## src/matrix_axis_reduction_macros.svh

```systemverilog
// assertion macros for the matrix axis reduction block
// expects i_clk and i_rst_n in the scope of use
`ifndef MATRIX_AXIS_REDUCTION_MACROS_SVH
`define MATRIX_AXIS_REDUCTION_MACROS_SVH

// consequent checked in the same cycle
`define MAR_ASSERT_NOW(lbl, ante, cons, msg) \
    lbl: assert property (@(posedge i_clk) disable iff (!i_rst_n) (ante) |-> (cons)) \
        else $error(msg);

// consequent checked in the cycle after the antecedent
`define MAR_ASSERT_NEXT(lbl, ante, cons, msg) \
    lbl: assert property (@(posedge i_clk) disable iff (!i_rst_n) (ante) |=> (cons)) \
        else $error(msg);

`endif

```

## src/mar_pkg.sv

```systemverilog
// shared types, codes and limits of the matrix axis reduction block
// no dependencies
package mar_pkg;

    localparam int MAX_COLUMNS_DEF = 64;
    localparam int MAX_ROWS        = 1024;
    localparam logic [10:0] ROW_LIM = (MAX_ROWS < 1024) ? 11'(MAX_ROWS) : 11'd1024;

    localparam int ACC_W  = 48;
    localparam int ELEM_W = 32;
    localparam int ROW_W  = 10;
    localparam int COL_W  = 6;
    localparam int CFG_W  = 11;

    typedef enum logic [1:0] {
        OP_SUM = 2'd0,
        OP_MAX = 2'd1,
        OP_MIN = 2'd2
    } t_op;

    typedef enum logic [1:0] {
        AXIS_ROW = 2'd0,
        AXIS_COL = 2'd1,
        AXIS_ALL = 2'd2
    } t_axis;

    typedef enum logic [1:0] {
        REG_OPERATION    = 2'd0,
        REG_REDUCE_AXIS  = 2'd1,
        REG_ROW_COUNT    = 2'd2,
        REG_COLUMN_COUNT = 2'd3
    } t_reg;

    typedef enum logic [1:0] {
        ST_RUN,
        ST_DRN_RD,
        ST_DRN_WT
    } t_state;

    typedef struct packed {
        logic signed [ACC_W-1:0] x;
        logic                    seed;
        logic [1:0]              axis;
        logic [1:0]              op;
        logic [COL_W-1:0]        col;
        logic [ROW_W-1:0]        row;
        logic                    mat_end;
        logic                    has_res;
    } t_s1;

endpackage

```

## src/matrix_axis_reduction.sv

```systemverilog
// top level of the matrix axis reduction block
// depends on mar_pkg, mar_ram, mar_combine and the assertion macro header
//
// usage:
// - configuration: write operation, reduce_axis, row_count and column_count
//   through i_cfg_wr_en / i_cfg_index / i_cfg_data while the block is idle
// - input channel: i_in_valid with i_element, the block drives o_in_stall;
//   one transaction carries one Q16.16 element, matrix in row-major order
// - output channel: o_out_valid with o_reduced_value, o_result_index and
//   o_last_result, the receiver drives i_out_stall
// - one element per cycle is taken while the output is not stalled and no readout runs
// - a row or whole-matrix result passes through the element stage, then the output register
// - per-column mode keeps its accumulators in a ram; after the last element
//   the ram is read out column by column, each column by one ram read and then
//   one output load, with no input taken until the last column has been loaded
//   into the output register
// - a stalled output holds its transaction; the element stage behind it
//   holds too once it has a result waiting, and then input is stalled
// - reset clears the position counters, the accumulator and all valids;
//   the ram needs no clearing
`include "matrix_axis_reduction_macros.svh"

module matrix_axis_reduction
    import mar_pkg::*;
#(
    parameter int MAX_COLUMNS = MAX_COLUMNS_DEF
) (
    input  logic                    i_clk,
    input  logic                    i_rst_n,
    input  logic                    i_cfg_wr_en,
    input  logic [1:0]              i_cfg_index,
    input  logic [CFG_W-1:0]        i_cfg_data,
    input  logic                    i_in_valid,
    output logic                    o_in_stall,
    input  logic signed [ELEM_W-1:0] i_element,
    output logic                    o_out_valid,
    input  logic                    i_out_stall,
    output logic signed [ACC_W-1:0] o_reduced_value,
    output logic [ROW_W-1:0]        o_result_index,
    output logic                    o_last_result
);

    localparam int CW = (MAX_COLUMNS > 1) ? $clog2(MAX_COLUMNS) : 1;
    localparam logic [COL_W:0] COL_LIM = (COL_W+1)'(MAX_COLUMNS);

    // configuration
    logic [1:0]         r_operation;
    logic [1:0]         r_axis;
    logic [10:0]        r_row_count;
    logic [COL_W:0]     r_column_count;

    // positions and running accumulator
    logic [ROW_W-1:0]        r_row_pos;
    logic [COL_W-1:0]        r_col_pos;
    logic signed [ACC_W-1:0] r_acc;

    // element stage
    t_s1  r_s1;
    logic r_s1_vld;

    // drain control
    t_state           r_state;
    t_state           n_state;
    logic [COL_W-1:0] r_drn_col;

    // forwarding of a write that lands on the entry being read
    logic                    r_fwd_hit;
    logic signed [ACC_W-1:0] r_fwd_data;

    // output register
    logic                    r_out_vld;
    logic signed [ACC_W-1:0] r_out_value;
    logic [ROW_W-1:0]        r_out_index;
    logic                    r_out_last;

    logic [10:0]             rows_raw;
    logic [10:0]             eff_rows;
    logic [COL_W:0]          cols_raw;
    logic [COL_W:0]          eff_cols;
    logic                    row_end;
    logic                    mat_end;
    logic                    in_acc;
    logic                    out_free;
    logic                    s1_fire;
    logic                    drn_last;
    logic                    drn_load;
    logic                    s1_load;
    logic signed [ACC_W-1:0] x_ext;
    t_s1                     s1_new;
    logic signed [ACC_W-1:0] acc_src;
    logic signed [ACC_W-1:0] comb_res;
    logic signed [ACC_W-1:0] ram_rdata;
    logic signed [ACC_W-1:0] rd_data;
    logic                    ram_we;
    logic                    ram_re;
    logic [CW-1:0]           ram_waddr;
    logic [CW-1:0]           ram_raddr;

    // effective counts
    assign rows_raw = (r_row_count == '0) ? 11'd1 : r_row_count;
    assign eff_rows = (rows_raw > ROW_LIM) ? ROW_LIM : rows_raw;
    assign cols_raw = (r_column_count == '0) ? (COL_W+1)'(1) : r_column_count;
    assign eff_cols = (cols_raw > COL_LIM) ? COL_LIM : cols_raw;

    assign row_end = ({1'b0, r_col_pos} + (COL_W+1)'(1)) >= eff_cols;
    assign mat_end = row_end && (({1'b0, r_row_pos} + 11'd1) >= eff_rows);

    assign x_ext = {{(ACC_W-ELEM_W){i_element[ELEM_W-1]}}, i_element};

    // handshakes
    assign out_free   = !r_out_vld || !i_out_stall;
    assign s1_fire    = r_s1_vld && (!r_s1.has_res || out_free);
    assign o_in_stall = (r_state != ST_RUN) || (r_s1_vld && !s1_fire);
    assign in_acc     = i_in_valid && !o_in_stall;

    // element stage contents
    always_comb begin
        s1_new         = '0;
        s1_new.x       = x_ext;
        s1_new.axis    = r_axis;
        s1_new.op      = r_operation;
        s1_new.col     = r_col_pos;
        s1_new.row     = r_row_pos;
        s1_new.mat_end = mat_end;
        case (r_axis)
            AXIS_ROW: begin
                s1_new.seed    = (r_col_pos == '0);
                s1_new.has_res = row_end;
            end
            AXIS_COL: begin
                s1_new.seed    = (r_row_pos == '0);
                s1_new.has_res = 1'b0;
            end
            default: begin
                s1_new.seed    = (r_row_pos == '0) && (r_col_pos == '0);
                s1_new.has_res = mat_end;
            end
        endcase
    end

    // column accumulator ram
    assign ram_we    = s1_fire && (r_s1.axis == AXIS_COL);
    assign ram_waddr = r_s1.col[CW-1:0];
    assign ram_re    = (in_acc && (r_axis == AXIS_COL)) || (r_state == ST_DRN_RD);
    assign ram_raddr = (r_state == ST_DRN_RD) ? r_drn_col[CW-1:0] : r_col_pos[CW-1:0];

    mar_ram #(
        .WIDTH (ACC_W),
        .DEPTH (MAX_COLUMNS)
    ) u_ram (
        .i_clk   (i_clk),
        .i_we    (ram_we),
        .i_waddr (ram_waddr),
        .i_wdata (comb_res),
        .i_re    (ram_re),
        .i_raddr (ram_raddr),
        .o_rdata (ram_rdata)
    );

    assign rd_data = r_fwd_hit ? r_fwd_data : ram_rdata;
    assign acc_src = (r_s1.axis == AXIS_COL) ? rd_data : r_acc;

    mar_combine u_combine (
        .i_op   (r_s1.op),
        .i_seed (r_s1.seed),
        .i_acc  (acc_src),
        .i_x    (r_s1.x),
        .o_res  (comb_res)
    );

    assign drn_last = ({1'b0, r_drn_col} + (COL_W+1)'(1)) >= eff_cols;
    assign drn_load = (r_state == ST_DRN_WT) && out_free;
    assign s1_load  = s1_fire && r_s1.has_res;

    // drain sequencer
    always_comb begin
        n_state = r_state;
        case (r_state)
            ST_RUN: begin
                if (in_acc && (r_axis == AXIS_COL) && mat_end) begin
                    n_state = ST_DRN_RD;
                end
            end
            ST_DRN_RD: n_state = ST_DRN_WT;
            ST_DRN_WT: begin
                if (out_free) begin
                    n_state = drn_last ? ST_RUN : ST_DRN_RD;
                end
            end
            default: n_state = ST_RUN;
        endcase
    end

    always_ff @(posedge i_clk) begin
        if (!i_rst_n) begin
            r_state <= ST_RUN;
        end else begin
            r_state <= n_state;
        end
    end

    // configuration and control state
    always_ff @(posedge i_clk) begin
        if (!i_rst_n) begin
            r_operation    <= OP_SUM;
            r_axis         <= AXIS_ALL;
            r_row_count    <= 11'd1;
            r_column_count <= (COL_W+1)'(1);
            r_row_pos      <= '0;
            r_col_pos      <= '0;
            r_acc          <= '0;
            r_s1_vld       <= 1'b0;
            r_drn_col      <= '0;
            r_fwd_hit      <= 1'b0;
            r_out_vld      <= 1'b0;
        end else begin
            if (i_cfg_wr_en) begin
                case (i_cfg_index)
                    REG_OPERATION:    r_operation    <= i_cfg_data[1:0];
                    REG_REDUCE_AXIS:  r_axis         <= i_cfg_data[1:0];
                    REG_ROW_COUNT:    r_row_count    <= i_cfg_data;
                    REG_COLUMN_COUNT: r_column_count <= i_cfg_data[COL_W:0];
                    default: ;
                endcase
            end

            if (in_acc) begin
                if (mat_end) begin
                    r_row_pos <= '0;
                    r_col_pos <= '0;
                end else if (row_end) begin
                    r_col_pos <= '0;
                    r_row_pos <= r_row_pos + ROW_W'(1);
                end else begin
                    r_col_pos <= r_col_pos + COL_W'(1);
                end
            end

            if (in_acc) begin
                r_s1_vld <= 1'b1;
            end else if (s1_fire) begin
                r_s1_vld <= 1'b0;
            end

            if (s1_fire && (r_s1.axis != AXIS_COL)) begin
                r_acc <= comb_res;
            end

            if (ram_re) begin
                r_fwd_hit <= ram_we && (ram_waddr == ram_raddr);
            end

            if (drn_load) begin
                r_drn_col <= drn_last ? '0 : r_drn_col + COL_W'(1);
            end

            if (s1_load || drn_load) begin
                r_out_vld <= 1'b1;
            end else if (!i_out_stall) begin
                r_out_vld <= 1'b0;
            end
        end
    end

    // payload registers
    always_ff @(posedge i_clk) begin
        if (in_acc) begin
            r_s1 <= s1_new;
        end
        if (ram_re) begin
            r_fwd_data <= comb_res;
        end
        if (s1_load) begin
            r_out_value <= comb_res;
            r_out_index <= (r_s1.axis == AXIS_ROW) ? r_s1.row : '0;
            r_out_last  <= (r_s1.axis == AXIS_ROW) ? r_s1.mat_end : 1'b1;
        end else if (drn_load) begin
            r_out_value <= rd_data;
            r_out_index <= ROW_W'(r_drn_col);
            r_out_last  <= drn_last;
        end
    end

    assign o_out_valid     = r_out_vld;
    assign o_reduced_value = r_out_value;
    assign o_result_index  = r_out_index;
    assign o_last_result   = r_out_last;

    `MAR_ASSERT_NEXT(a_drain_starts, in_acc && (r_axis == AXIS_COL) && mat_end,
        r_state == ST_DRN_RD, "column matrix end did not start the readout")
    `MAR_ASSERT_NOW(a_drain_stage_empty, r_state == ST_DRN_WT, !r_s1_vld,
        "element stage busy during readout")
    `MAR_ASSERT_NOW(a_col_no_result, r_s1_vld && (r_s1.axis == AXIS_COL), !r_s1.has_res,
        "column element carries a result")
    `MAR_ASSERT_NEXT(a_drain_last, drn_load && drn_last, o_out_valid && o_last_result,
        "final column not marked last")

endmodule

```

## src/mar_ram.sv

```systemverilog
// generic single-port-write, single-port-read ram with registered read
// read data holds while no read is issued; no dependencies
module mar_ram #(
    parameter int WIDTH = 48,
    parameter int DEPTH = 64,
    localparam int AW = (DEPTH > 1) ? $clog2(DEPTH) : 1
) (
    input  logic             i_clk,
    input  logic             i_we,
    input  logic [AW-1:0]    i_waddr,
    input  logic [WIDTH-1:0] i_wdata,
    input  logic             i_re,
    input  logic [AW-1:0]    i_raddr,
    output logic [WIDTH-1:0] o_rdata
);

    logic [WIDTH-1:0] r_mem [DEPTH];
    logic [WIDTH-1:0] r_rdata;

    always_ff @(posedge i_clk) begin
        if (i_we) begin
            r_mem[i_waddr] <= i_wdata;
        end
        if (i_re) begin
            r_rdata <= r_mem[i_raddr];
        end
    end

    assign o_rdata = r_rdata;

endmodule

```

## src/mar_combine.sv

```systemverilog
// combine unit: seeds or folds one element into an accumulator
// depends on mar_pkg
module mar_combine
    import mar_pkg::*;
(
    input  logic [1:0]              i_op,
    input  logic                    i_seed,
    input  logic signed [ACC_W-1:0] i_acc,
    input  logic signed [ACC_W-1:0] i_x,
    output logic signed [ACC_W-1:0] o_res
);

    always_comb begin
        if (i_seed) begin
            o_res = i_x;
        end else begin
            case (i_op)
                OP_MAX:  o_res = (i_x > i_acc) ? i_x : i_acc;
                OP_MIN:  o_res = (i_x < i_acc) ? i_x : i_acc;
                default: o_res = i_acc + i_x;
            endcase
        end
    end

endmodule

```

## config.mk

```make
export PLATFORM = sky130hd
export DESIGN_NAME = matrix_axis_reduction
export DESIGN_NICKNAME = d
export VERILOG_FILES = /design/src/mar_pkg.sv /design/src/matrix_axis_reduction.sv /design/src/mar_ram.sv /design/src/mar_combine.sv
export VERILOG_INCLUDE_DIRS = /design/src /design/src/src
export SDC_FILE = /design/constraint.sdc
export NUM_CORES = 2
export LEC_CHECK = 0
export BUFFER_PORTS_ARGS = -buffer_cell sky130_fd_sc_hd__buf_2
export CAP_MARGIN = 20
export CORE_UTILIZATION = 61
export DETAILED_ROUTE_END_ITERATION = 10
export PLACE_DENSITY = 0.87
export SLEW_MARGIN = 0
export SYNTH_ARGS = -nofsm -noshare
export SYNTH_HDL_FRONTEND = slang
export SYNTH_SLANG_ARGS = --single-unit
export TNS_END_PERCENT = 50
```

## constraint.sdc

```tcl
create_clock -name i_clk -period 20 [get_ports i_clk]
set_input_delay 2 -clock i_clk [delete_from_list [all_inputs] [get_ports i_clk]]
set_output_delay 2 -clock i_clk [all_outputs]
set_load 0.05 [all_outputs]
```

==> flow_metrics.env <==
export IMPL_cp_required_ns=20.64
export IMPL_die_area_sq_mm=0.225
export IMPL_r2r_end="u_ram.o_rdata[1]$_DFFE_PP_"
export IMPL_crit_path_max_fanout=47
export IMPL_clock_sinks=3379
export IMPL_combinationalPowerShare_pct=8.1
export IMPL_r2r_worst_path_cells=13
export IMPL_drc_errors=2
export IMPL_cp_start_kind="flop"
export IMPL_post_cts_resized=0
export IMPL_min_from="r_acc[43]$_SDFFE_PN0P_"
export IMPL_syn_to_final_growth_pct=11.3
export IMPL_drtIter0Drc=16107
export IMPL_netSwitchingPower_w=0.00374
export IMPL_pwr_share_seq_pct=51.6
export IMPL_design_area_sq_mm=0.152
export IMPL_max_freq_mhz=128
export IMPL_grt_pass1_wl_microns=612000
export IMPL_core_area_sq_mm=0.222
export IMPL_path_clk_slew_ns=0.07
export IMPL_insertion_delay_ns=1.00
export IMPL_die_y_microns=475
export IMPL_crit_path_cell_trace="nand2b_1, mux2i_4, buf_4, buf_4, buf_4, buf_4, buf_4, mux4_2, and2_1, a211oi_1, a311oi_1, a211oi_1, a21oi_1"
export IMPL_async_reset_ff_share_pct=0
export IMPL_post_cts_setup_buffers=0
export IMPL_cts_tree="done"
export IMPL_initial_core_util_pct=61.4
export IMPL_synth_cell_types=82
export IMPL_maxSlewViolCount=0
export IMPL_ys_seq_area_share_pct=73.8
export IMPL_reg2reg_from="r_state[1]$_SDFFE_PN0P_"
export IMPL_fin_tns_setup_ns=0
export IMPL_crit_slowest_cell="buf_4"
export IMPL_p_per_area_mw_per_mm2=103
export IMPL_row_count=173
export IMPL_place_congestion=0.874
export IMPL_worst_pin_slew_ns=1.31
export IMPL_skew_ns=0.0708
export IMPL_arrival_ns=8.47
export IMPL_synth_flop_cell="edfxtp_1"
export IMPL_synth_edff_count=3282
export IMPL_io_buffers=110
export IMPL_cp_buffers_inverters=5
export IMPL_dpl_instance_area_sq_mm=0.141
export IMPL_synth_largest_area_cell="edfxtp_1"
export IMPL_overflow=0
export IMPL_maxCapViolCount=0
export IMPL_numCtsBuffers=328
export IMPL_synthesis_nets=7458
export IMPL_yosysMostFrequentCell="edfxtp_1"
export IMPL_cts_root_buf="clkbuf_16"
export IMPL_antenna_left=0
export IMPL_holdPathStages=2
export IMPL_antenna_found_initial=28
export IMPL_viasPerCell=7.82
export IMPL_cts_hold_buffers=0
export IMPL_path_class="reg -> reg"
export IMPL_htree_levels=5
export IMPL_peakVddDrop_v=0.000112
export IMPL_intPower_w=0.0119
export IMPL_finalSetupViolCount=0
export IMPL_crit_family="buffers and inverters"
export IMPL_hold_viol=0
export IMPL_ys_ff_latch=3379
export IMPL_dr_pass1_iters=11
export IMPL_p_leak_nw=49.2
export IMPL_post_route_period_util_pct=39.2
export IMPL_status="finished, violations left"
export IMPL_synth_top_cell_area_share_pct=72.3
export IMPL_relSlewSlack_pct=12.5
export IMPL_fillerInstances=11974
export IMPL_dp_hpwl_microns=210000
export IMPL_cpMostUsedCell="buf_4"
export IMPL_grt_pass1_vias=82338
export IMPL_wirelength_microns=439000
export IMPL_synth_avg_cell_area_sq_um=18.8
export IMPL_grt_max_degree=128
export IMPL_io_pins=111
export IMPL_nets=7670
export IMPL_drive_gt1_share_pct=21.9
export IMPL_failed_checks="design-rule violations"
export IMPL_rsz0062_at_grt="no"
export IMPL_vias=83692
export IMPL_ys_top_cells_by_count="edfxtp_1, mux4_2, nand2_1, clkbuf_1, a211oi_1"
export IMPL_max_stage_delay_ns=0.92
export IMPL_grt_total_usage_pct=38.9
export IMPL_die_w_microns=475
export IMPL_power_frac_clock_pct=40.3
export IMPL_wl_per_cell_microns=41.0
export IMPL_min_path_type="reg -> reg"
export IMPL_yosys_warnings=0
export IMPL_cp_depth=13
export IMPL_clock_path_buffers=4
export IMPL_synth_area_sq_mm=0.136
export IMPL_swShare_pct=23.8
export IMPL_period_needed_ns=7.83
export IMPL_min_to="r_acc[43]$_SDFFE_PN0P_"
export IMPL_crit_path_end_kind="flop"
export IMPL_reg2reg_slack_ns=12.17
export IMPL_synth_top_cells_by_area="edfxtp_1, mux4_2, nand2_1, dfxtp_1, a211oi_1"
export IMPL_syn_inst=7266
layout by cell type (no fill, tap or decap), types with 45 or more instances in the layout:
cell       netlist  layout
mux2i_1         97      92
buf_4            1     183
nor2_4           1      70
nor2_1         210     141
clkinv_2         0      62
a21oi_1        235     235
ha_1           141     141
xnor2_1         50      50
clkinv_1         1      63
nand3_1         46      45
a211oi_1       253     253
and2_1         207     206
clkbuf_16        0     339
clkbuf_1       304      58
a31oi_1        116     116
o21ai_0        114     113
dfxtp_1         97      96
inv_1          134     129
edfxtp_1      3282    3282
buf_2           95     110
nand2_1        595     592
mux4_2         768     768
a311oi_1        98      98
power by group through the flow:
stage,clock network (W),logic (W),registers (W)
2_1_floorplan,0,0.000765,0.00827
3_3_place_gp,0,0.00110,0.00824
3_5_place_dp,0,0.00117,0.00824
4_1_cts,0.00628,0.00122,0.00809
5_1_grt,0.00651,0.00132,0.00808
6_report,0.00632,0.00127,0.00808
registers in the layout, indices dropped and copies added (netlist names), 6 cells and up:
name / count
u_ram.r_mem: 3072
r_s1: 49
o_reduced_value: 48
r_acc: 48
r_fwd_data: 48
u_ram.o_rdata: 48
r_row_count: 11
o_result_index: 10
r_row_pos: 10
r_column_count: 7
r_col_pos: 6
r_drn_col: 6
ram_waddr: 6
per-stage QoR:
stage,instances,setup WS [ns],util [%],power (W),hold WS [ns]
after floorplan,7266,9.83,-,0.00903,0.406
after global placement,10107,12.28,63.5,0.00933,0.433
after detailed placement,10110,12.44,63.5,0.00941,0.439
after CTS,10683,12.11,68.2,0.0156,0.453
after global routing,10698,11.71,68.3,0.0159,0.476
final,10706,12.17,68.3,0.0157,0.458
worst max-delay path by stage:
| stage | endpoint | from | slack, ns |
|---|---|---|---|
| 2_1_floorplan | r_fwd_hit$_SDFFE_PN0P_ | i_out_stall | 9.83 |
| 3_3_place_gp | u_ram.o_rdata[10]$_DFFE_PP_ | r_state[1]$_SDFFE_PN0P_ | 12.28 |
| 3_5_place_dp | u_ram.o_rdata[2]$_DFFE_PP_ | r_state[1]$_SDFFE_PN0P_ | 12.44 |
| 4_1_cts | u_ram.o_rdata[1]$_DFFE_PP_ | r_state[1]$_SDFFE_PN0P_ | 12.11 |
| 5_1_grt | u_ram.o_rdata[1]$_DFFE_PP_ | r_state[1]$_SDFFE_PN0P_ | 11.71 |
| 6_report | u_ram.o_rdata[1]$_DFFE_PP_ | r_state[1]$_SDFFE_PN0P_ | 12.17 |
kinds of logic (layout without fill, tap and decap cells):
logic type / after synthesis / in the layout / share of synthesized area [%]
AO/OA/AOI/OAI: 1015 / 1015 / 5.24
XOR/XNOR: 60 / 60 / 0.386
adder cells (fa/ha/maj): 142 / 142 / 1.31
buffers and inverters: 570 / 1025 / 1.68
flip-flops: 3379 / 3379 / 73.8
multiplexers: 877 / 877 / 13.5
other: 0 / 10 / 0
AND/OR/NAND/NOR: 1223 / 1223 / 4.11
worst register-to-register path, stage by stage (launching register included):
cell and delay (ns):
dfxtp_1 0.37, nand2b_1 0.76, mux2i_4 0.82, buf_4 0.50, buf_4 0.68, buf_4 0.69, buf_4 0.86, buf_4 1.00
mux4_2 0.62, and2_1 0.18, a211oi_1 0.33, a311oi_1 0.10, a211oi_1 0.42, a21oi_1 0.17
per-layer routing:
| layer | global-route usage, % | vias to the layer above | wire [microns] |
|---|---|---|---|
| met2 | 59.5 | 10394 | 200000 |
| li1 | - | 29912 | - |
| met3 | 12.1 | 2592 | 71000 |
| met4 | 24.6 | 28 | 35900 |
| met5 | 0 | - | 185 |
| met1 | 48.6 | 40766 | 132000 |
cell type report:
class,instances,area (sq um),share of cell area [%]
antenna,10,25.0,0.0165
clock buffer,400,8730,5.76
clock inverter,173,1610,1.06
inverter,135,507,0.334
multi-input combinational,3317,34200,22.5
sequential,3379,100000,66.3
tap,2975,3720,2.45
timing repair buffer,317,2380,1.57
(Power assumes the default switching activity.)
